`config.mk`:
```
export PLATFORM = sky130hd
export DESIGN_NAME = plwi_div
export DESIGN_NICKNAME = d
export VERILOG_FILES = /design/src/hdl/piecewise_linear_interpolator_top_defines.svh /design/src/hdl/plwi_pkg.sv /design/src/hdl/plwi_div.sv
export SDC_FILE = /design/constraint.sdc
export NUM_CORES = 1
export LEC_CHECK = 0
export ABC_CLOCK_PERIOD_IN_PS = 3100
export BUFFER_PORTS_ARGS = -buffer_cell sky130_fd_sc_hd__buf_2
export CAP_MARGIN = 20
export CORE_MARGIN = 5
export CORE_UTILIZATION = 50
export DETAILED_ROUTE_END_ITERATION = 10
export PLACE_DENSITY = 0.77
export SLEW_MARGIN = 20
export SYNTH_ARGS = -nofsm -noshare
export SYNTH_HDL_FRONTEND = slang
export SYNTH_SLANG_ARGS = --single-unit
```
`constraint.sdc`:
```
create_clock -name clk -period 3.1 [get_ports clk]
set_clock_uncertainty 0.15 [all_clocks]
set_input_delay 0.31 -clock clk [delete_from_list [all_inputs] [get_ports clk]]
set_output_delay 0.31 -clock clk [all_outputs]
set_load 0.02 [all_outputs]
```
`src/hdl/piecewise_linear_interpolator_top_defines.svh`:
```
// assertion macros shared by the block
`ifndef PIECEWISE_LINEAR_INTERPOLATOR_TOP_DEFINES_SVH
`define PIECEWISE_LINEAR_INTERPOLATOR_TOP_DEFINES_SVH

// same-cycle implication, sampled on clk, off during reset
`define PLWI_ASSERT_IMP(name, ante, cons) \
	name: assert property (@(posedge clk) disable iff (!arst_n) (ante) |-> (cons)) \
		else $error("plwi: assertion failed");

// next-cycle implication, sampled on clk, off during reset
`define PLWI_ASSERT_NXT(name, ante, cons) \
	name: assert property (@(posedge clk) disable iff (!arst_n) (ante) |=> (cons)) \
		else $error("plwi: assertion failed");

`endif

```
`src/hdl/plwi_pkg.sv`:
```
`timescale 1ns / 1ps
package plwi_pkg;

	localparam int unsigned MAX_POINTS  = 64;
	localparam int unsigned DATA_WIDTH  = 32;
	localparam int unsigned XW          = 32;
	localparam int unsigned IDX_W       = $clog2(MAX_POINTS);
	localparam int unsigned CNT_W       = $clog2(MAX_POINTS + 1);
	localparam int unsigned DIFF_W      = XW + 1;
	localparam int unsigned PROD_W      = 2 * XW;
	localparam int unsigned STEP_W      = $clog2(PROD_W + 1);
	localparam int unsigned SUM_W       = 36;
	localparam int unsigned MAG_LIM_BIT = 34;

	localparam logic signed [SUM_W-1:0] Y_MAX =
		SUM_W'((64'sd1 <<< (DATA_WIDTH - 1)) - 64'sd1);
	localparam logic signed [SUM_W-1:0] Y_MIN = -Y_MAX - SUM_W'(1);

	typedef enum logic [1:0] {
		OP_CLEAR  = 2'd0,
		OP_APPEND = 2'd1,
		OP_QUERY  = 2'd2
	} opcode_t;

	typedef enum logic [1:0] {
		ST_OK      = 2'd0,
		ST_FULL    = 2'd1,
		ST_NOT_ASC = 2'd2,
		ST_FEW     = 2'd3
	} status_t;

	// search token handed from cell to cell
	typedef struct packed {
		logic                  valid;
		logic [IDX_W-1:0]      idx;
		logic signed [XW-1:0]  q;
		logic signed [XW-1:0]  x0;
		logic signed [XW-1:0]  y0;
		logic signed [XW-1:0]  x1;
		logic signed [XW-1:0]  y1;
		logic                  pending;
	} tok_t;

endpackage

```
`src/hdl/plwi_div.sv`:
```
`timescale 1ns / 1ps
module plwi_div import plwi_pkg::*; (
	input  logic              clk,
	input  logic              arst_n,
	input  logic              start,
	input  logic [PROD_W-1:0] dividend,
	input  logic [XW-1:0]     divisor,
	output logic              done,
	output logic [PROD_W-1:0] quotient
);

	logic [PROD_W-1:0] p_q;
	logic [XW-1:0]     rem_q;
	logic [XW-1:0]     dvs_q;
	logic [STEP_W-1:0] step_q;
	logic              run_q;
	logic              done_q;
	logic [XW:0]       sh;
	logic              ge;
	logic [XW:0]       diff;

	// restoring step: one quotient bit per cycle
	always_comb begin
		sh   = {rem_q, p_q[PROD_W-1]};
		ge   = sh >= {1'b0, dvs_q};
		diff = sh - {1'b0, dvs_q};
	end

	always_ff @(posedge clk or negedge arst_n) begin
		if (!arst_n) begin
			run_q  <= 1'b0;
			done_q <= 1'b0;
			step_q <= '0;
		end else begin
			done_q <= run_q && !start && (step_q == STEP_W'(1));
			if (start) begin
				run_q  <= 1'b1;
				step_q <= STEP_W'(PROD_W);
			end else if (run_q) begin
				step_q <= step_q - STEP_W'(1);
				if (step_q == STEP_W'(1)) begin
					run_q <= 1'b0;
				end
			end
		end
	end

	always_ff @(posedge clk) begin
		if (start) begin
			p_q   <= dividend;
			rem_q <= '0;
			dvs_q <= divisor;
		end else if (run_q) begin
			p_q   <= {p_q[PROD_W-2:0], ge};
			rem_q <= ge ? diff[XW-1:0] : sh[XW-1:0];
		end
	end

	assign done     = done_q;
	assign quotient = p_q;

endmodule

```
# Word level (Yosys, flattened, before mapping)
# Index checks and enable logic that the tools add are counted.
[word_totals]
output_inout_bits = 65
wordCells = 22
inputBits = 99
register_bits = 137
[op_classes]
eq_ne = 1
order_cmp = 1
n_addsub = 2
n_mux = 8
n_reduce_logical = 4
[op_table]
columns = ["operator", "n"]
rows = [
  ["$mux 64", 2],
  ["$ge 33x32->1", 1],
  ["$mux 32", 1],
  ["$sub 32x32->32", 1],
  ["$mux 7", 2],
  ["$eq 7x1->1 const B", 1],
  ["$sub 7x1->7 const B", 1],
  ["$mux 1", 3],
  ["$logic_and 1x1->1", 2],
  ["$reduce_bool 2->1", 1],
  ["$logic_not 1->1", 1],
]

# Depth between registers and ports, before layout
[logic_depth]
depth_word = 4
depth_mapped = 12

# Worst setup path before layout
# OpenSTA, ideal clock, no wires.
[synth_timing]
kind = "register -> register"
from = "reg p_q[63] (netlist: quotient[63])"
to = "reg rem_q[30]"
period_less_slack_ns = 3.066
path_buffers = 0
path_slack_ns = 0.034
stages_incl_launch_ff = 13
required_time_ns = 2.805
arrival_time_ns = 2.771
cell_sequence = "edfxtp_1 > inv_1 > ha_1 > inv_1 > fa_1 > a21oi_1 > o22ai_1 > nor4_1 > o2111ai_1 > and3_1 > or3b_2 > o211ai_1 > a311oi_1"
[synth_between]
elab_chain_cells = 2
word_cells_on_any_way = 3
classes_between = "add/sub (1); order compare (1); mux (1)"
[synth_rtl]
columns = ["element", "line_no", "source"]
rows = [
  ["from (decl)", "plwi_div.sv:12", "logic [PROD_W-1:0] p_q;"],
  ["from (signal assigned)", "plwi_div.sv:50", "p_q <= dividend;"],
  ["from (signal assigned)", "plwi_div.sv:54", "p_q <= {p_q[PROD_W-2:0], ge};"],
  ["$sub 32x32->32 or $ge 33x32->1 (tied branches)", "plwi_div.sv:26, plwi_div.sv:25", ""],
  ["$mux 32 (*)", "plwi_div.sv:55", "rem_q <= ge ? diff[XW-1:0] : sh[XW-1:0];"],
  ["to (signal assigned)", "plwi_div.sv:55", ""],
  ["to (decl)", "plwi_div.sv:13", "logic [XW-1:0] rem_q;"],
]
# Every way passes the cells marked *; elsewhere a longest branch is shown, timed or not.
# A chain may end at the register's enable or synchronous reset.

# Worst setup path in the final report
# Same ends and word-level chain as after synthesis.

==> summary.txt <==
Clock tree
  • Clock insertion delay at the later pin of the skew report: between 0.4 and 0.5 ns
  • Buffer type at the clock tree root: sky130_fd_sc_hd__clkbuf_16
  • TritonCTS buffer count: 17
  • Maximum buffer depth of the clock tree: 2
  • CTS tree: built
  • Clock transition at the registers of the reported paths: approximately 0.070 ns
  • H-Tree Depth: 4
  • TritonCTS Sinks: between 100 and 150

Placement
  • Dpl hpwl: roughly 13000 um
  • Quantity of I/O buffers inserted on ports: approximately 160
  • Post-DP Area: 8670 um^2
  • Inst Count DP: 1031
  • Last weighted congestion value of the routability-driven placer: 0.911

Run
  • Number of violations of the max-capacitance limit: 0

Die
  • Die extent in y: about 130 um
  • Boundary pin count: ~160
  • DIE WIDTH: ~130 um
  • Overall die area: roughly 18000 um^2
  • Initial core utilization: 50.4%
  • Count of standard-cell rows: 45
  • Total core area: approximately 15000 um^2

Routing
  • Average wire per cell in the routed design: roughly 17 um
  • DRC violation count after routing: 0
  • Total number of vias: a little over 6000
  • Count of TritonRoute iterations in the first routing pass: 5
  • Number of violations reported at the end of detailed-routing iteration 0: around 430
  • Final wirelength: roughly 19000 um
  • Routed vias/inst: around 5.6
  • Post-route antenna net violation count: 0

Global route
  • Global-route wire length before repair: about 31000 um
  • All-layer global routing usage: between 20% and 30%
  • Pin count of the biggest net entering global routing: approximately 110
  • Leftover overflow at the end of global routing: 0
  • Vias in the first global route: between 6000 and 7000
  • Initial antenna violation count: 0

Timing
  • Max-slew headroom at the worst pin: between 40 and 50%
  • Post-route minimum period: 3.06 ns
  • Final setup violation count: 0
  • Fin crit share: 98.8%
  • RSZ-0062 raised after global routing: true
  • Highest clock rate: about 330 MHz
  • Hold Vio Cnt, Final: 0
  • Slew of the pin with the lowest slew margin: between 0.8 and 0.9 ns
  • Max-slew violation count: 0

Worst setup path
  • Worst reg2reg setup slack: 0.04 ns
  • Worst-path maximum fanout: 3
  • Crit path DAT: roughly 3.2 ns
  • Kind of end point of the critical path: flip-flop
  • Setup crit start kind: flip-flop
  • Classification of the worst setup path: flip-flop to flip-flop
  • Worst path required time: around 3.2 ns

Pwr
  • Standby leakage power: 4.22 nW
  • Total power divided by cell area: between 800 and 900 nW/um^2
  • Peak supply drop: 0.501 mV

Synth
  • Post-synthesis cell count: just under 700
  • Netlist Area Pre-Place: ~7600 um^2
  • Share of the synthesized area in the top cell type: a little under two fifths
  • Number of library cell types mapped by synthesis: 64
  • Library cell occupying the most area in the post-synthesis netlist: sky130_fd_sc_hd__edfxtp_1
  • FFs w/ async S/R, synth: ~6.6%
  • Sequential-to-total area share from yosys stat: approximately half
  • Register bit count reported by yosys: 137
  • Mean area per synthesized cell: 10.9 um^2
  • Adder-cell area share of the yosys netlist: between 5 and 6%
  • Number of nets produced by synthesis: slightly above 800
  • Primary flip-flop cell chosen by synthesis mapping: sky130_fd_sc_hd__edfxtp_1
  • Basic-gate share of the synthesized area counting and, or, nand and nor cells: between 10% and 20%
  • Mux contribution to synthesized area: 9.36%
  • Post-Synth XOR/XNOR Area: 3.35%
  • Top cells by area, synth: sky130_fd_sc_hd__edfxtp_1 38%, sky130_fd_sc_hd__mux2_2 9.4%, sky130_fd_sc_hd__dfxtp_1 8.5%, sky130_fd_sc_hd__ha_1 5.6%, sky130_fd_sc_hd__dfrtp_1 3.0%
  • Combinational family with the most area after synthesis: compound AO/OA/AOI/OAI gates
  • Number of synthesis warnings: 0
  • Count of flip-flops with a built-in enable after synthesis: 96
  • Share of the synthesized area in compound gates (AO/OA/AOI/OAI): between 10% and 20%

Layout
  • Post-synthesis to final-layout area growth: 27.1%
  • Fraction of final layout cells with drive strength greater than 1: about a third
  • Multi-input logic area: 3540 um^2
  • Area occupied by registers: between 3000 and 4000 um^2
  • Antenna cell count: 0
  • Nets: around 1000
  • Number of filler cells placed in the layout: around 1200
  • Non-Filler Cell Area, Final: roughly 9600 um^2
  • Non-filler cells in the finished layout: 1100

Min path
  • Path category of the worst min-delay check: input port to flip-flop

Status
  • Outcome: finished clean
==> area by class of cell <==
class / instances / area share [%]
sequential: 137 / 38.9
multi-input combinational: 473 / 36.8
timing repair buffer: 224 / 14.5
clock buffer: 18 / 4.46
tap: 188 / 2.44
inverter: 46 / 1.79
clock inverter: 14 / 1.03
==> what timing repair did <==
item / CTS / global route
endpoints found under the setup margin: 1 / 19
setup buffers: 0 / 4
hold buffers: 33 / 0
resized for setup: 1 / 15
pin swaps: 0 / 14
endpoints found under the hold margin: 41 / 0
==> per-layer routing <==
layer / GRT usage (%) / share of wire [%] / vias up
met5: 0 / 0 / -
met4: 5.49 / 1.1 / 0
met3: 7.74 / 8.3 / 24
met2: 35.6 / 48 / 246
met1: 26.8 / 43 / 2916
li1: - / - / 3019
==> flip-flops by register name, summed over array words and instances, names as in the netlist <==
signal / flops
quotient: 64
step_q: 7
done: 1
run_q: 1
dvs_q: 32
rem_q: 32
==> cell families after synthesis <==
kind of cell	after synthesis
adders and majority gates	35
muxes	63
DFF	137
and+or+nand+nor	166
AOI/OAI and AO/OA	180
buffers and inverters	84
xor gates and xnor gates	29
==> path summary, 6_finish.rpt <==
kind / from / end / cells past startpoint
setup / recovery: quotient[63]$_DFFE_PP_ / rem_q[30]$_SDFFE_PP0P_ / 13
hold / removal: dividend[17] / quotient[17]$_DFFE_PP_ / 2
setup reg to reg: quotient[63]$_DFFE_PP_ / rem_q[30]$_SDFFE_PP0P_ / 13
hold reg to reg: rem_q[2]$_SDFFE_PP0P_ / rem_q[2]$_SDFFE_PP0P_ / 2
max in group asynchronous: arst_n / step_q[3]$_DFFE_PN0P_ / 2
min in group asynchronous: arst_n / step_q[5]$_DFFE_PN0P_ / 2
==> per-stage QoR <==
| step | setup TNS [ns] | setup WS (ns) | total power [W] | hold slack [ns] | util [%] |
|---|---|---|---|---|---|
| floorplan | 0 | 0.0337 | 0.00510 | -0.136 | - |
| global route | -0.254 | -0.0981 | 0.00847 | 0.0141 | 64.1 |
| finish | 0 | 0.0360 | 0.00795 | 0.0337 | 64.1 |
| CTS | 0 | 0.0200 | 0.00783 | 0.0208 | 63.4 |
| global placement | 0 | 0.0631 | 0.00589 | 0.0244 | 57.7 |
| detailed placement | -0.0172 | -0.0172 | 0.00594 | 0.0230 | 57.7 |
==> synth_stat cells (6+ instances only) <==
cell type	instances
sky130_fd_sc_hd__a21o_1	21
sky130_fd_sc_hd__clkbuf_1	23
sky130_fd_sc_hd__o31ai_1	10
sky130_fd_sc_hd__nand3_1	34
sky130_fd_sc_hd__o21ai_1	28
sky130_fd_sc_hd__nand2b_1	7
sky130_fd_sc_hd__nand2_1	27
sky130_fd_sc_hd__o21ai_0	12
sky130_fd_sc_hd__mux2_2	63
sky130_fd_sc_hd__a21oi_1	30
sky130_fd_sc_hd__o211ai_1	7
sky130_fd_sc_hd__nor3_1	10
sky130_fd_sc_hd__nor2_1	52
sky130_fd_sc_hd__dfrtp_1	9
sky130_fd_sc_hd__inv_1	45
sky130_fd_sc_hd__dfxtp_1	32
sky130_fd_sc_hd__edfxtp_1	96
sky130_fd_sc_hd__xor2_1	10
sky130_fd_sc_hd__buf_2	7
sky130_fd_sc_hd__xnor2_1	19
sky130_fd_sc_hd__o21bai_1	6
sky130_fd_sc_hd__a211oi_1	6
sky130_fd_sc_hd__a311oi_1	24
sky130_fd_sc_hd__nand4_1	8
sky130_fd_sc_hd__ha_1	34
==> worst max-delay path, stage by stage (launching register included) <==
cell,delay (ns)
sky130_fd_sc_hd__edfxtp_1,0.38
sky130_fd_sc_hd__inv_1,0.07
sky130_fd_sc_hd__ha_2,0.18
sky130_fd_sc_hd__inv_2,0.04
sky130_fd_sc_hd__fa_2,0.36
sky130_fd_sc_hd__a21oi_2,0.18
sky130_fd_sc_hd__o22ai_2,0.10
sky130_fd_sc_hd__nor4_1,0.29
sky130_fd_sc_hd__buf_4,0.18
sky130_fd_sc_hd__o2111ai_4,0.15
sky130_fd_sc_hd__and3_4,0.24
sky130_fd_sc_hd__or3b_4,0.36
sky130_fd_sc_hd__o211ai_1,0.11
sky130_fd_sc_hd__a311oi_1,0.12
==> layout by cell type (no fill, tap or decap), types with 5 or more instances in the layout <==
cell	synthesis	layout
sky130_fd_sc_hd__clkbuf_16	0	17
sky130_fd_sc_hd__a311oi_1	24	24
sky130_fd_sc_hd__o21bai_1	6	6
sky130_fd_sc_hd__nand2b_1	7	7
sky130_fd_sc_hd__inv_1	45	42
sky130_fd_sc_hd__o211ai_1	7	7
sky130_fd_sc_hd__dlygate4sd3_1	0	33
sky130_fd_sc_hd__mux2_2	63	63
sky130_fd_sc_hd__nor3_1	10	10
sky130_fd_sc_hd__o21ai_1	28	28
sky130_fd_sc_hd__o21ai_0	12	12
sky130_fd_sc_hd__a21oi_1	30	28
sky130_fd_sc_hd__a211oi_1	6	6
sky130_fd_sc_hd__clkinvlp_4	0	5
sky130_fd_sc_hd__ha_1	34	33
sky130_fd_sc_hd__dfrtp_1	9	9
sky130_fd_sc_hd__a21o_1	21	21
sky130_fd_sc_hd__buf_4	0	25
sky130_fd_sc_hd__xor2_1	10	10
sky130_fd_sc_hd__xnor2_1	19	19
sky130_fd_sc_hd__buf_2	7	162
sky130_fd_sc_hd__nor2b_1	5	5
sky130_fd_sc_hd__edfxtp_1	96	96
sky130_fd_sc_hd__nand4_1	8	8
sky130_fd_sc_hd__o31ai_1	10	9
sky130_fd_sc_hd__nand3_1	34	34
sky130_fd_sc_hd__dfxtp_1	32	32
sky130_fd_sc_hd__nor2_1	52	52
sky130_fd_sc_hd__nand2_1	27	27
==> report_power, final <==
part	switching, W	leakage [nW]	internal [W]	total (W)
sequential	0.000280	1.36	0.00239	0.00267
combinational	0.00192	2.61	0.00153	0.00345
clock	0.000810	0.244	0.00102	0.00183
No activity file was read; power rests on OpenSTA's default activity.
