==> src/hdl/piecewise_linear_interpolator_top_defines.svh <==
// assertion macros shared by the block
`ifndef PIECEWISE_LINEAR_INTERPOLATOR_TOP_DEFINES_SVH
`define PIECEWISE_LINEAR_INTERPOLATOR_TOP_DEFINES_SVH

// same-cycle implication, sampled on clk, off during reset
`define PLWI_ASSERT_IMP(name, ante, cons) \
	name: assert property (@(posedge clk) disable iff (!arst_n) (ante) |-> (cons)) \
		else $error("plwi: assertion failed");

// next-cycle implication, sampled on clk, off during reset
`define PLWI_ASSERT_NXT(name, ante, cons) \
	name: assert property (@(posedge clk) disable iff (!arst_n) (ante) |=> (cons)) \
		else $error("plwi: assertion failed");

`endif

==> src/hdl/plwi_pkg.sv <==
`timescale 1ns / 1ps
package plwi_pkg;

	localparam int unsigned MAX_POINTS  = 64;
	localparam int unsigned DATA_WIDTH  = 32;
	localparam int unsigned XW          = 32;
	localparam int unsigned IDX_W       = $clog2(MAX_POINTS);
	localparam int unsigned CNT_W       = $clog2(MAX_POINTS + 1);
	localparam int unsigned DIFF_W      = XW + 1;
	localparam int unsigned PROD_W      = 2 * XW;
	localparam int unsigned STEP_W      = $clog2(PROD_W + 1);
	localparam int unsigned SUM_W       = 36;
	localparam int unsigned MAG_LIM_BIT = 34;

	localparam logic signed [SUM_W-1:0] Y_MAX =
		SUM_W'((64'sd1 <<< (DATA_WIDTH - 1)) - 64'sd1);
	localparam logic signed [SUM_W-1:0] Y_MIN = -Y_MAX - SUM_W'(1);

	typedef enum logic [1:0] {
		OP_CLEAR  = 2'd0,
		OP_APPEND = 2'd1,
		OP_QUERY  = 2'd2
	} opcode_t;

	typedef enum logic [1:0] {
		ST_OK      = 2'd0,
		ST_FULL    = 2'd1,
		ST_NOT_ASC = 2'd2,
		ST_FEW     = 2'd3
	} status_t;

	// search token handed from cell to cell
	typedef struct packed {
		logic                  valid;
		logic [IDX_W-1:0]      idx;
		logic signed [XW-1:0]  q;
		logic signed [XW-1:0]  x0;
		logic signed [XW-1:0]  y0;
		logic signed [XW-1:0]  x1;
		logic signed [XW-1:0]  y1;
		logic                  pending;
	} tok_t;

endpackage

==> src/hdl/plwi_cell.sv <==
`timescale 1ns / 1ps
module plwi_cell import plwi_pkg::*; (
	input  logic                 clk,
	input  logic                 arst_n,
	input  logic [CNT_W-1:0]     cnt,
	input  logic                 we,
	input  logic signed [XW-1:0] wx,
	input  logic signed [XW-1:0] wy,
	input  tok_t                 tok_in,
	output tok_t                 tok_out
);

	logic signed [XW-1:0] x_q;
	logic signed [XW-1:0] y_q;
	logic                 valid_q;
	tok_t                 tok_n;
	tok_t                 tok_q;

	// breakpoint storage
	always_ff @(posedge clk) begin
		if (we) begin
			x_q <= wx;
			y_q <= wy;
		end
	end

	always_comb begin
		tok_n = tok_in;
		tok_n.idx = tok_in.idx + IDX_W'(1);
		// previous cell opened a segment: this entry closes it
		if (tok_in.pending) begin
			tok_n.x1 = x_q;
			tok_n.y1 = y_q;
			tok_n.pending = 1'b0;
		end
		if (tok_in.idx == '0) begin
			tok_n.x0 = x_q;
			tok_n.y0 = y_q;
			tok_n.pending = 1'b1;
		end else if ((CNT_W'(tok_in.idx) + CNT_W'(1) < cnt)
				&& ($signed(x_q) <= $signed(tok_in.q))) begin
			tok_n.x0 = x_q;
			tok_n.y0 = y_q;
			tok_n.pending = 1'b1;
		end
	end

	always_ff @(posedge clk or negedge arst_n) begin
		if (!arst_n) begin
			valid_q <= 1'b0;
		end else begin
			valid_q <= tok_in.valid;
		end
	end

	always_ff @(posedge clk) begin
		tok_q <= tok_n;
	end

	always_comb begin
		tok_out = tok_q;
		tok_out.valid = valid_q;
	end

endmodule

==> config.mk <==
export PLATFORM = sky130hd
export DESIGN_NAME = plwi_cell
export DESIGN_NICKNAME = d
export VERILOG_FILES = /design/src/hdl/piecewise_linear_interpolator_top_defines.svh /design/src/hdl/plwi_pkg.sv /design/src/hdl/plwi_cell.sv
export SDC_FILE = /design/constraint.sdc
export NUM_CORES = 1
export LEC_CHECK = 0
export BUFFER_PORTS_ARGS = -buffer_cell sky130_fd_sc_hd__buf_2
export CORE_AREA = 2 2 160 162
export DETAILED_ROUTE_END_ITERATION = 7
export DIE_AREA = 0 0 162 164
export HOLD_SLACK_MARGIN = 0.03
export PLACE_DENSITY = 0.71
export SETUP_SLACK_MARGIN = 0.5
export SLEW_MARGIN = 10
export SYNTH_ARGS = -nofsm -noshare
export SYNTH_HDL_FRONTEND = slang
export SYNTH_SLANG_ARGS = --single-unit
==> constraint.sdc <==
create_clock -name clk -period 4.9 [get_ports clk]
set_input_delay 0.245 -clock clk [delete_from_list [all_inputs] [get_ports clk]]
set_output_delay 0.245 -clock clk [all_outputs]
set_load 0.02 [all_outputs]
# Word level (Yosys, flattened, before mapping)
# Index checks and enable logic that the tools add are counted.
[op_classes] add_sub_neg=2 n_lt_le_gt_ge=2 mux=3 n_reduce_logical=3
[op_table] operator="$mux 64" count=2
[op_table] operator="$mux 65" count=1
[op_table] operator="$le 32x32->1" count=1
[op_table] operator="$add 6x1->7 const B" count=1
[op_table] operator="$lt 7x7->1" count=1
[op_table] operator="$add 6x1->6 const B" count=1
[op_table] operator="$logic_not 6->1" count=1
[op_table] operator="$reduce_or 2->1" count=1
[op_table] operator="$logic_and 1x1->1" count=1
[word_totals] register_bits=232 input_bits=242 output_inout_bits=168 wordCells=20

# Longest topological paths before layout
# Gate-level depths: netlist (run 1).
[logic_depth] word_depth=5 depth_mapped=12

# Worst setup path after synthesis (run 1)
# Ideal clock, no wire load.
[synth_path] path_kind="in2reg" startpoint="in tok_in[161] (netlist bit)" endpoint="reg tok_q (netlist bit tok_out[100])" setup_time_ns=0.123 t_arrival_ns=2.456 setup_slack_ns=2.320 path_stages=12 n_path_buf=2 cell_sequence="ha_1 -> xor2_1 -> ha_1 -> a21o_1 -> a31oi_1 -> o21ai_0 -> a31oi_1 -> o22ai_1 -> a311oi_2 -> buf_4 -> buf_6 -> mux2_1"
[synth_lines] element="start: declaration" line="plwi_cell.sv:9" text="input tok_t tok_in,"
[synth_lines] element="end signal: assignment" line="plwi_cell.sv:57" text="tok_q <= tok_n;"
[synth_lines] element="end: declaration" line="plwi_cell.sv:17" text="tok_t tok_q;"

==> results of run 1 <==
## kinds of logic after synthesis
logic type               count (synthesis)
AND/OR/NAND/NOR                         35
adder cells (fa/ha/maj)                 40
XOR/XNOR                                 4
multiplexers                           128
AO/OA/AOI/OAI                           33
flip-flops                             232
buffers and inverters                   57
## registers in the layout, summed over array words and instances (netlist names)
signal	cells
valid_q	1
y_q	32
tok_out	167
x_q	32
## power breakdown
group	total, uW	leakage (uW)	internal (uW)	switching, uW
Sequential	2270	0.00205	2190	83.1
Combinational	1010	0.00380	474	536
Clock	1690	0.000359	972	714
Total	4970	0.00621	3630	1330
## worst paths after layout
path                             startpoint           end  slack, ns  cells after the start
worst max register to register      x_q[17]   tok_out[68]       1.62                      9
worst max-delay path                x_q[17]   tok_out[68]       1.62                      9
worst min register to register      y_q[22]   tok_out[87]       0.49                      1
min in group asynchronous            arst_n       valid_q       0.62                      3
worst min-delay path            tok_in[162]  tok_out[164]       0.07                      3
max in group asynchronous            arst_n       valid_q       4.17                      3
## worst register-to-register path, cell delays in order, from the launching register on
cell and delay (ns):
edfxtp_1 0.47, ha_1 0.33, a21oi_1 0.14, o21ai_0 0.14
a22o_1 0.22, nor4_2 0.43, o22ai_1 0.23, a311oi_4 0.34
buf_12 0.38, mux2_2 0.47
## stage by stage
stage	power [uW]	hold slack (ns)
3_3_place_gp	3134	0.02457
3_5_place_dp	3151	0.02235
4_1_cts	4977	0.05507
2_1_floorplan	2788	-0.05059
6_report	4967	0.07124
5_1_grt	5170	0.06584
## cells in the final DEF, fill, tap and decap left out, drive strengths merged, types with 2 or more instances in the layout
| cell | instances |
|---|---|
| dlygate4sd3 | 232 |
| a21o | 3 |
| nand3 | 7 |
| nor2 | 2 |
| inv | 42 |
| a21oi | 17 |
| a31oi | 2 |
| edfxtp | 64 |
| clkbuf | 31 |
| ha | 40 |
| dfxtp | 167 |
| mux2 | 128 |
| clkinv | 9 |
| o21ai | 4 |
| buf | 412 |
| xnor2 | 3 |
| nand4 | 8 |
| nand2 | 8 |
| nor4 | 4 |
## layout make-up
cell class                 instances  area share, %
multi-input combinational        240          17.98
clock inverter                    10         0.5326
timing repair buffer             644          32.91
sequential                       232          39.50
clock buffer                      31          4.821
inverter                          42          1.177
tap                              330          3.083
## routing by layer
metal,global-route usage (%),vias up
met2,37.02,348
met5,0,-
met4,4.586,2
met1,19.44,3169
li1,-,3175
met3,5.833,43
==> metrics, run 1 <==
skew final=0.02437 ns; Avg Synthesized Cell Area=15.02 sq um; Post-Syn Nets=811; M1 WL=9.774 mm; setup bufs post-CTS=0; Synth Register Bits=232; dpl cell area=10350 sq um; Core Rows=58; Core ar.=24820 sq um; cell with the most instances after synthesis=dfxtp_1; peak supply drop=0.2942 mV; Worst-path clk slew=0.06 ns; setup_tns=0 ns; Sequential cell area=5290 sq um; initial antenna violation count=1; total global-route track usage=18.89%; fin util=53.96%; DRC viols=0; post-route cell area=13390 sq um; first-pass GRT wire length=38.87 mm; P_leak=0.006207 uW; Boundary Pins=410; max_cap viols=0; Synth Area in XOR/XNOR=0.4409%; Critical Path Start Type=register; die height=164 um; Post-Route WL=26.77 mm; Synth-to-Final Area Change=68.52%; min cycle time layout=3.283 ns; final hold vios=0; status=complete, no violations; GP Congestion=0.7988; WP data arrival=3.66 ns; Synth Area in Simple Gates=2.677%; leading area contributor after synthesis=dfxtp_1; vias per inst=4.406; post-DP HPWL=16.51 mm; CP required=5.28 ns; multiplexer area fraction after synthesis=18.14%; DR iter-0 viols=369; layout cell share with drive strength beyond 1=44.20%; list of most frequent post-synthesis cells=167 x dfxtp_1, 79 x mux2_2, 64 x edfxtp_1, 49 x mux2_1, 42 x inv_1; Port Buf Inserts=409; Gate Count Post-Synth=529; compound-gate portion of the synthesized area=2.598%; fill cell count=2007; Max Used Layer=met5; routed length on met3=2.322 mm; worst skew pair latency=0.51 ns; Setup WS post-layout=1.617 ns; Pins Over Slew Limit=0; CTS max path bufs=3; CP Buf/Inv Count=1; max incr delay on CP=0.47 ns; CTS Sinks=232; post-synthesis adder-cell area fraction=6.298%; synth top area cells=dfxtp_1 42%, edfxtp_1 24%, mux2_2 11%; Remaining Overflow, GRT=0; CTS buffer count=23; Die ar.=26570 sq um; Resized Gates After CTS=0; Die Span X=162 um; Post-synth EDFFs=64; Hold-fix buffers, CTS=232; pin count of the biggest net entering global routing=66; Slew HR=37.57%; worst-path maximum fanout=65; slowest library cell on the worst path=edfxtp_1; Least-Margin Pin Slew=0.9364 ns; Layout Cells excl Fill=1529; Cell Chain, Critical Path=ha_1 -> a21oi_1 -> o21ai_0 -> a22o_1 -> nor4_2 -> o22ai_1 -> a311oi_4 -> buf_12 -> mux2_2; Cell Pwr Density=370.9 nW/um^2; nature of the critical path endpoint=register; Net count, final=1465; CTS H-tree depth=1; clk root buf=clkbuf_16; top_reg_cell synth=dfxtp_1; largest family of logic cells by synthesized area=multiplexers; DR WL/cell=17.51 um; DR pass1 iterations=4; Async SR Flop Fraction=0.4310%; fmax=304.6 MHz; Worst path top cell family by delay=compound AO/OA/AOI/OAI gates; multi-input logic area=2407 sq um; final worst-path cycle share=67.00%; Ys Warns=0; Antenna Violating Nets Remaining=0; Starting Density=32.02%; placed instance count=1256; synth unique cells=40; WS Path Type=register to register; Setup violations, final=0; top cell type's share of synthesized area=42.07%; pre-CTS setup slack=1.633 ns; ant diodes=0; met2 routed WL=14.19 mm; vias in the first global route=7332; synthesized area=7946 sq um; Hold Path Class=input pin to register; sequential fraction of the synthesis area=66.57%; detailed-route via count=6737; RSZ-0062 raised after global routing=false; CTS tree=built
Power figures use the tool's default switching activity.
==> run 2: changes to the inputs <==
--- a/config.mk
+++ b/config.mk
@@ -5,12 +5,13 @@
 export SDC_FILE = /design/constraint.sdc
 export NUM_CORES = 1
 export LEC_CHECK = 0
+export ABC_AREA = 1
 export BUFFER_PORTS_ARGS = -buffer_cell sky130_fd_sc_hd__buf_2
 export CORE_AREA = 2 2 160 162
 export DETAILED_ROUTE_END_ITERATION = 7
 export DIE_AREA = 0 0 162 164
 export HOLD_SLACK_MARGIN = 0.03
-export PLACE_DENSITY = 0.71
+export PLACE_DENSITY = 0.73
 export SETUP_SLACK_MARGIN = 0.5
 export SLEW_MARGIN = 10
 export SYNTH_ARGS = -nofsm -noshare
==> constraint.sdc (replaced) <==
create_clock -name clk -period 3.2 [get_ports clk]
set_input_delay 0.16 -clock clk [delete_from_list [all_inputs] [get_ports clk]]
set_output_delay 0.16 -clock clk [all_outputs]
set_load 0.02 [all_outputs]
==> run 2 against run 1 <==
Net effect:
- area after synthesis is 5.4% higher
- synthesized cell count is 33% higher
- clock skew is 0.014 ns lower
- count of clock-buffer cells in the layout is 4 higher
- cell area is 3.8% higher
- cell count is 11% higher
- die area stayed put
- sequential share of layout area is 1.4 points lower
- clock power is 70% higher
- critical endpoint is now tok_out[119]
- routed wire length is 14% higher
==> metrics, run 2 <==
CP required=3.61 ns (-1.67 ns); largest family of logic cells by synthesized area=simple AND/OR/NAND/NOR gates; CTS tree=built; total global-route track usage=21.17% (+2.3 points); WS Path Type=input pin to register; RR Startpoint=x_q[31]; Synth-to-Final Area Change=66.01%; met3 Track Usage GR=4.343% (-1.5 points); placed instance count=1420 (+13%); CTS max path bufs=3 (unchanged); Core ar.=24820 sq um (unchanged); most common cell after layout, fill and taps aside=buf_2; Core Rows=58 (unchanged); WP data arrival=2.91 ns (-0.75 ns); synth top area cells=dfxtp_1 40%, edfxtp_1 23%, mux2_2 8.5%; skew final=0.01076 ns (-0.01362 ns); layout cell share with drive strength beyond 1=42.46% (-1.7 points); post-synthesis adder-cell area fraction=5.978% (-0.32 points); Hold Path Origin=tok_in[162]; Layout Cells excl Fill=1703 (+11%); CP Buf/Inv Count=5 (+4); Worst-path clk slew=0.06 ns (about the same); Worst path top cell family by delay=buffers and inverters; synthesized area=8372 sq um (+5.4%); dpl cell area=10660 sq um (+2.9%); Async SR Flop Fraction=0.4310% (unchanged); Port Buf Inserts=409 (unchanged); Synth Area in XOR/XNOR=0.3139% (-0.13 points); ant diodes=0 (unchanged); RSZ-0062 raised after global routing=false; met1 GRT Util=23.05% (+3.6 points); CTS Sinks=232 (unchanged); pin count of the biggest net entering global routing=66 (unchanged); P_leak=0.006751 uW (+8.8%); setup_tns=0 ns (unchanged); Ys Warns=0 (unchanged); Least-Margin Pin Slew=0.9441 ns (+0.007726 ns); Cell Chain, Critical Path=buf_2 -> dlygate4sd3_1 -> nand4_1 -> nand2_1 -> inv_1 -> ha_1 -> a21oi_1 -> nor2_1 -> a2111oi_4 -> nand2_4 -> buf_4 -> clkbuf_16 -> nand3_1 -> nand2_1; Boundary Pins=410 (unchanged); list of most frequent post-synthesis cells=167 x dfxtp_1, 118 x nand2_1, 69 x nand3_1, 64 x edfxtp_1, 63 x mux2_2; leading area contributor after synthesis=dfxtp_1; final hold vios=0 (unchanged); status=complete, no violations; Avg Synthesized Cell Area=11.87 sq um (-21%); CTS H-tree depth=1 (unchanged); Die ar.=26570 sq um (unchanged); multiplexer area fraction after synthesis=8.474% (-9.7 points); Setup violations, final=0 (unchanged); Synth Register Bits=232 (unchanged); Post-Route WL=30.54 mm (+14%); Cell Pwr Density=593.4 nW/um^2 (+60%); max_cap viols=0 (unchanged); Gate Count Post-Synth=705 (+33%); sequential fraction of the synthesis area=63.19% (-3.4 points); initial antenna violation count=0 (-1); Post-Syn Nets=987 (+22%); cell with the most instances after synthesis=dfxtp_1; Hold Path Class=input pin to register; post-route cell area=13900 sq um (+3.8%); GP Congestion=0.8308 (+4.0%); DR iter-0 viols=536 (+45%); DR pass1 iterations=5 (+1); crit-path most repeated cell=nand2_1; synth unique cells=28 (-30%); slowest library cell on the worst path=dlygate4sd3_1; Starting Density=33.73% (+1.7 points); compound-gate portion of the synthesized area=1.793% (-0.80 points); Critical Path Start Type=input pin; DRC viols=0 (unchanged); most frequent cells in the layout=408 x buf_2, 234 x dlygate4sd3_1, 167 x dfxtp_1, 118 x nand2_1, 69 x nand3_1; Worst Setup SP=tok_in[163]; nature of the critical path endpoint=register; Die Span X=162 um (unchanged); Net count, final=1637 (+12%); Remaining Overflow, GRT=0 (unchanged); worst-path maximum fanout=24 (-63%); Slew HR=37.06% (-0.51 points); CTS buffer count=25 (+8.7%); max incr delay on CP=0.63 ns (+0.16 ns); GRT busiest layer=met2; min cycle time layout=2.507 ns; post-DP HPWL=18.09 mm (+9.5%); Pins Over Slew Limit=0 (unchanged); peak supply drop=0.5586 mV (+90%); Synth Area in Simple Gates=14.87% (+12 points); fmax=398.8 MHz; Post-synth EDFFs=64 (unchanged); Antenna Violating Nets Remaining=0 (unchanged); detailed-route via count=7728 (+15%); die height=164 um (unchanged); max FFs per register=167 (unchanged); worst skew pair latency=0.52 ns (about the same); fin util=56.00% (+2.0 points); DR WL/cell=17.93 um (+2.4%); grt met2 use=39.85% (+2.8 points); vias in the first global route=8163 (+11%); top_reg_cell synth=dfxtp_1; first-pass GRT wire length=43.82 mm (+13%); top cell type's share of synthesized area=39.93% (-2.1 points); clk root buf=clkbuf_16; final worst-path cycle share=78.35%; vias per inst=4.538 (+3.0%)
[run 2: cell count changes in the layout (fill, tap and decap cells not counted), sizes merged, moves of 4 or more]
| cell | before | now |
|---|---|---|
| buf | 412 | 416 |
| nand2 | 8 | 171 |
| nor2 | 2 | 12 |
| nor4 | 4 | 0 |
| nand3 | 7 | 70 |
| clkbuf | 31 | 37 |
| mux2 | 128 | 63 |
| inv | 42 | 55 |
[run 2: worst register-to-register path, stage by stage, from the launching register on]
cell,delay [ns]
edfxtp_1,0.43
ha_1,0.40
nand2_2,0.08
nor2_2,0.12
nand2_1,0.10
nor2_2,0.20
nand4_1,0.19
nand3_2,0.14
nand2_4,0.09
buf_4,0.18
clkbuf_16,0.20
nand3_1,0.11
nand2_1,0.06
[run 2: metrics by stage]
step                total power, uW  hold slack [ns]  setup slack (ns)
global placement               5051         -0.06427            0.4387
floorplan                      4511          -0.1356             1.224
detailed placement             5081         -0.06127            0.4413
finish                         8247          0.07292            0.6927
CTS                            8178          0.03256            0.5600
global route                   8551          0.09298            0.5590
[run 2: area by class of cell]
cell class              count  area [sq um]
multi-input cells         391          2631
repair buffers            652          4547
inverters                  53         198.9
clock buffers              35         713.2
well taps                 330         412.9
flip-flops and latches    232          5290
fillers                  1986         10920
clock inverters            10         105.1
[run 2: timing repair]
action	CTS	global route
hold buffers	234	0
buffers inserted	0	2
setup endpoints to repair	0	65
endpoints found under the hold margin	232	0
resized for setup	0	2
[run 2: worst paths after layout]
check	slack, ns	to	depth (start not counted)
max in group asynchronous	2.57	valid_q	3
hold reg to reg	0.48	tok_out[79]	2
setup / recovery	0.69	tok_out[119]	14
min in group asynchronous	0.52	valid_q	3
setup reg to reg	0.77	tok_out[119]	12
hold / removal	0.07	tok_out[164]	4
[run 2: cell families after synthesis]
kind of cell / count (synthesis)
AND/OR/NAND/NOR: 261
flip-flops: 232
buffers and inverters: 82
multiplexers: 63
adder cells (fa/ha/maj): 40
AO/OA/AOI/OAI: 24
XOR/XNOR: 3
[run 2: where the power goes]
part	internal (uW)	switching [uW]	total, uW	leakage [uW]
Sequential	3380	150	3530	0.00205
Clock	1710	1160	2870	0.000411
Combinational	774	1070	1840	0.00429
Total	5870	2380	8250	0.00675
[run 2: per-layer routing]
| metal | wire, um | vias to the layer above |
|---|---|---|
| li1 | - | 3641 |
| met2 | 15970 | 377 |
| met1 | 11370 | 3632 |
| met5 | 0 | - |
| met4 | 1287 | 0 |
| met3 | 1905 | 78 |
==> run 3: changes to the inputs <==
--- a/config.mk
+++ b/config.mk
@@ -11,7 +11,7 @@
 export DETAILED_ROUTE_END_ITERATION = 7
 export DIE_AREA = 0 0 162 164
 export HOLD_SLACK_MARGIN = 0.03
-export PLACE_DENSITY = 0.73
+export PLACE_DENSITY = 0.75
 export SETUP_SLACK_MARGIN = 0.5
 export SLEW_MARGIN = 10
 export SYNTH_ARGS = -nofsm -noshare
==> constraint.sdc (replaced) <==
create_clock -name clk -period 2.1 [get_ports clk]
set_input_delay 0.105 -clock clk [delete_from_list [all_inputs] [get_ports clk]]
set_output_delay 0.105 -clock clk [all_outputs]
set_load 0.02 [all_outputs]
==> run 3 against run 2 <==
Net effect:
- the run now ends with negative setup slack left
- first-iteration DRC count is 27% lower
- hold slack is essentially flat
- total power is 57% higher
- die area stayed put
- clock power up 48%
- cell count increased by 4.1%
- global-route usage increased by 2.3 points
- cell area up 6.6%
- largest cell class unchanged
==> metrics, run 3 (synthesized netlist as in run 2, its figures left out) <==
status=finished with violations; failing checks=negative setup slack; max FFs per register=167 (unchanged); Remaining Overflow, GRT=0 (unchanged); CTS buffer count=25 (unchanged); DR WL/cell=18.80 um (+4.8%); fin util=59.72% (+3.7 points); die height=164 um (unchanged); worst skew pair latency=0.52 ns (about the same); Net Sw Frac=29.42% (+0.58 points); power share of the sequential group=41.5% (-1.3 points); detailed-route via count=8185 (+5.9%); WS Path Type=register to register; layout cell share with drive strength beyond 1=48.09% (+5.6 points); nature of the critical path endpoint=register; Setup violations, final=65 (+65); P_int=9123 uW (+55%); min cycle time layout=2.315 ns; Slew HR=67.97% (+31 points); most frequent cells in the layout=409 x buf_2, 232 x dlygate4sd3_1, 167 x dfxtp_1, 104 x nand2_1, 64 x edfxtp_1; vias per inst=4.616 (+1.7%); pin count of the biggest net entering global routing=66 (unchanged); final worst-path cycle share=110.2%; peak supply drop=0.6558 mV (+17%); most common cell after layout, fill and taps aside=buf_2; Port Buf Inserts=409 (unchanged); final hold vios=0 (unchanged); first-pass GRT wire length=47.67 mm (+8.8%); CTS H-tree depth=1 (unchanged); Synth-to-Final Area Change=77.04%; DR iter-0 viols=392 (-27%); setup_tns=-10.22 ns (-10.22 ns); CTS tree=built; Final Power=12930 uW (+57%); Net count, final=1703 (+4.0%); worst-path maximum fanout=7 (-71%); GP Congestion=0.8585 (+3.3%); power share of the combinational group=25.8% (+3.5 points); Critical Path Start Type=register; skew final=0.01406 ns (+0.003302 ns); CP required=2.49 ns (-1.12 ns); Post-Route WL=33.33 mm (+9.2%); total global-route track usage=23.45% (+2.3 points); Hold Path Class=input pin to register; Starting Density=33.73% (unchanged); Clock power frac=32.8% (-2.0 points); RSZ-0062 raised after global routing=true; CTS Sinks=232 (unchanged); Switch Pwr=3803 uW (+60%); Setup WS post-layout=-0.2150 ns (-0.9077 ns); Worst-path clk slew=0.06 ns (about the same); Antenna Violating Nets Remaining=0 (unchanged); DRC viols=0 (unchanged); WP data arrival=2.71 ns (-0.20 ns); Die ar.=26570 sq um (unchanged); Core Rows=58 (unchanged); fmax=432.0 MHz; P_leak=0.007181 uW (+6.4%); Die Span X=162 um (unchanged); CTS max path bufs=3 (unchanged); Boundary Pins=410 (unchanged); Cell Pwr Density=872.1 nW/um^2 (+47%); Pins Over Slew Limit=0 (unchanged); vias in the first global route=8942 (+9.5%); Least-Margin Pin Slew=0.4805 ns (-0.4636 ns); post-DP HPWL=19.67 mm (+8.7%); DR pass1 iterations=5 (unchanged); pre-CTS setup slack=-0.2340 ns (-0.6753 ns); initial antenna violation count=3 (+3); Core ar.=24820 sq um (unchanged); max_cap viols=0 (unchanged); clk root buf=clkbuf_16
-- run 3: final timing paths --
path | startpoint | to | slack, ns | depth (start not counted)
setup / recovery | x_q[27] | tok_out[69] | -0.21 | 15
hold / removal | tok_in[165] | tok_out[166] | 0.07 | 4
setup reg to reg | x_q[27] | tok_out[69] | -0.21 | 15
hold reg to reg | y_q[30] | tok_out[95] | 0.47 | 2
max in group asynchronous | arst_n | valid_q | 1.57 | 3
min in group asynchronous | arst_n | valid_q | 0.43 | 3
-- run 3: worst max-delay path: stages (launching register included) --
cell and delay (ns):
edfxtp_1 0.44, ha_4 0.30, nand2_1 0.08, o21ai_0 0.24, nand2_1 0.09, nand2_1 0.08, a21oi_2 0.04, buf_4 0.13
nand3_2 0.06, nand3_2 0.08, nand2_4 0.12, nand2_8 0.07, buf_12 0.17, buf_12 0.15, nand2_4 0.05, nand2_1 0.07
-- run 3: final cells by class --
class | instances | area (sq um)
flip-flops and latches | 232 | 5290
well taps | 330 | 412.9
fillers | 1925 | 9997
inverters | 53 | 198.9
repair buffers | 718 | 5174
clock inverters | 8 | 68.82
clock buffers | 37 | 711.9
multi-input cells | 391 | 2955
diodes | 4 | 10.01
-- run 3: power groups by stage --
| stage | Combinational [uW] | Clock (uW) | Sequential, uW |
|---|---|---|---|
| 2_1_floorplan | 913 | 0 | 5970 |
| 3_3_place_gp | 2500 | 0 | 5400 |
| 3_5_place_dp | 2540 | 0 | 5410 |
| 4_1_cts | 3150 | 4320 | 5330 |
| 5_1_grt | 3540 | 4500 | 5400 |
| 6_report | 3330 | 4240 | 5360 |
-- run 3: timing repair --
action,CTS,global route
pin swaps,17,13
hold buffers,232,0
setup buffers,8,4
endpoints found under the setup margin,65,65
gates cloned,3,1
endpoints found under the hold margin,231,0
resized for setup,48,21
-- run 3: layer usage --
layer	track usage, %	part of all wire (%)	vias up
met2	43.95	53	397
met5	0	0	-
met1	23.70	35	3885
met4	11.95	4.7	0
met3	6.641	7.5	123
li1	-	-	3780
-- run 3: through the flow --
step	hold slack, ns	cell area, sq um	std cells
6_report	0.07242	14820	1773
5_1_grt	0.07529	14820	1772
4_1_cts	0.05282	14610	1764
3_5_place_dp	-0.1197	11160	1476
3_3_place_gp	-0.1194	11160	1476
2_1_floorplan	-0.1906	8398	705
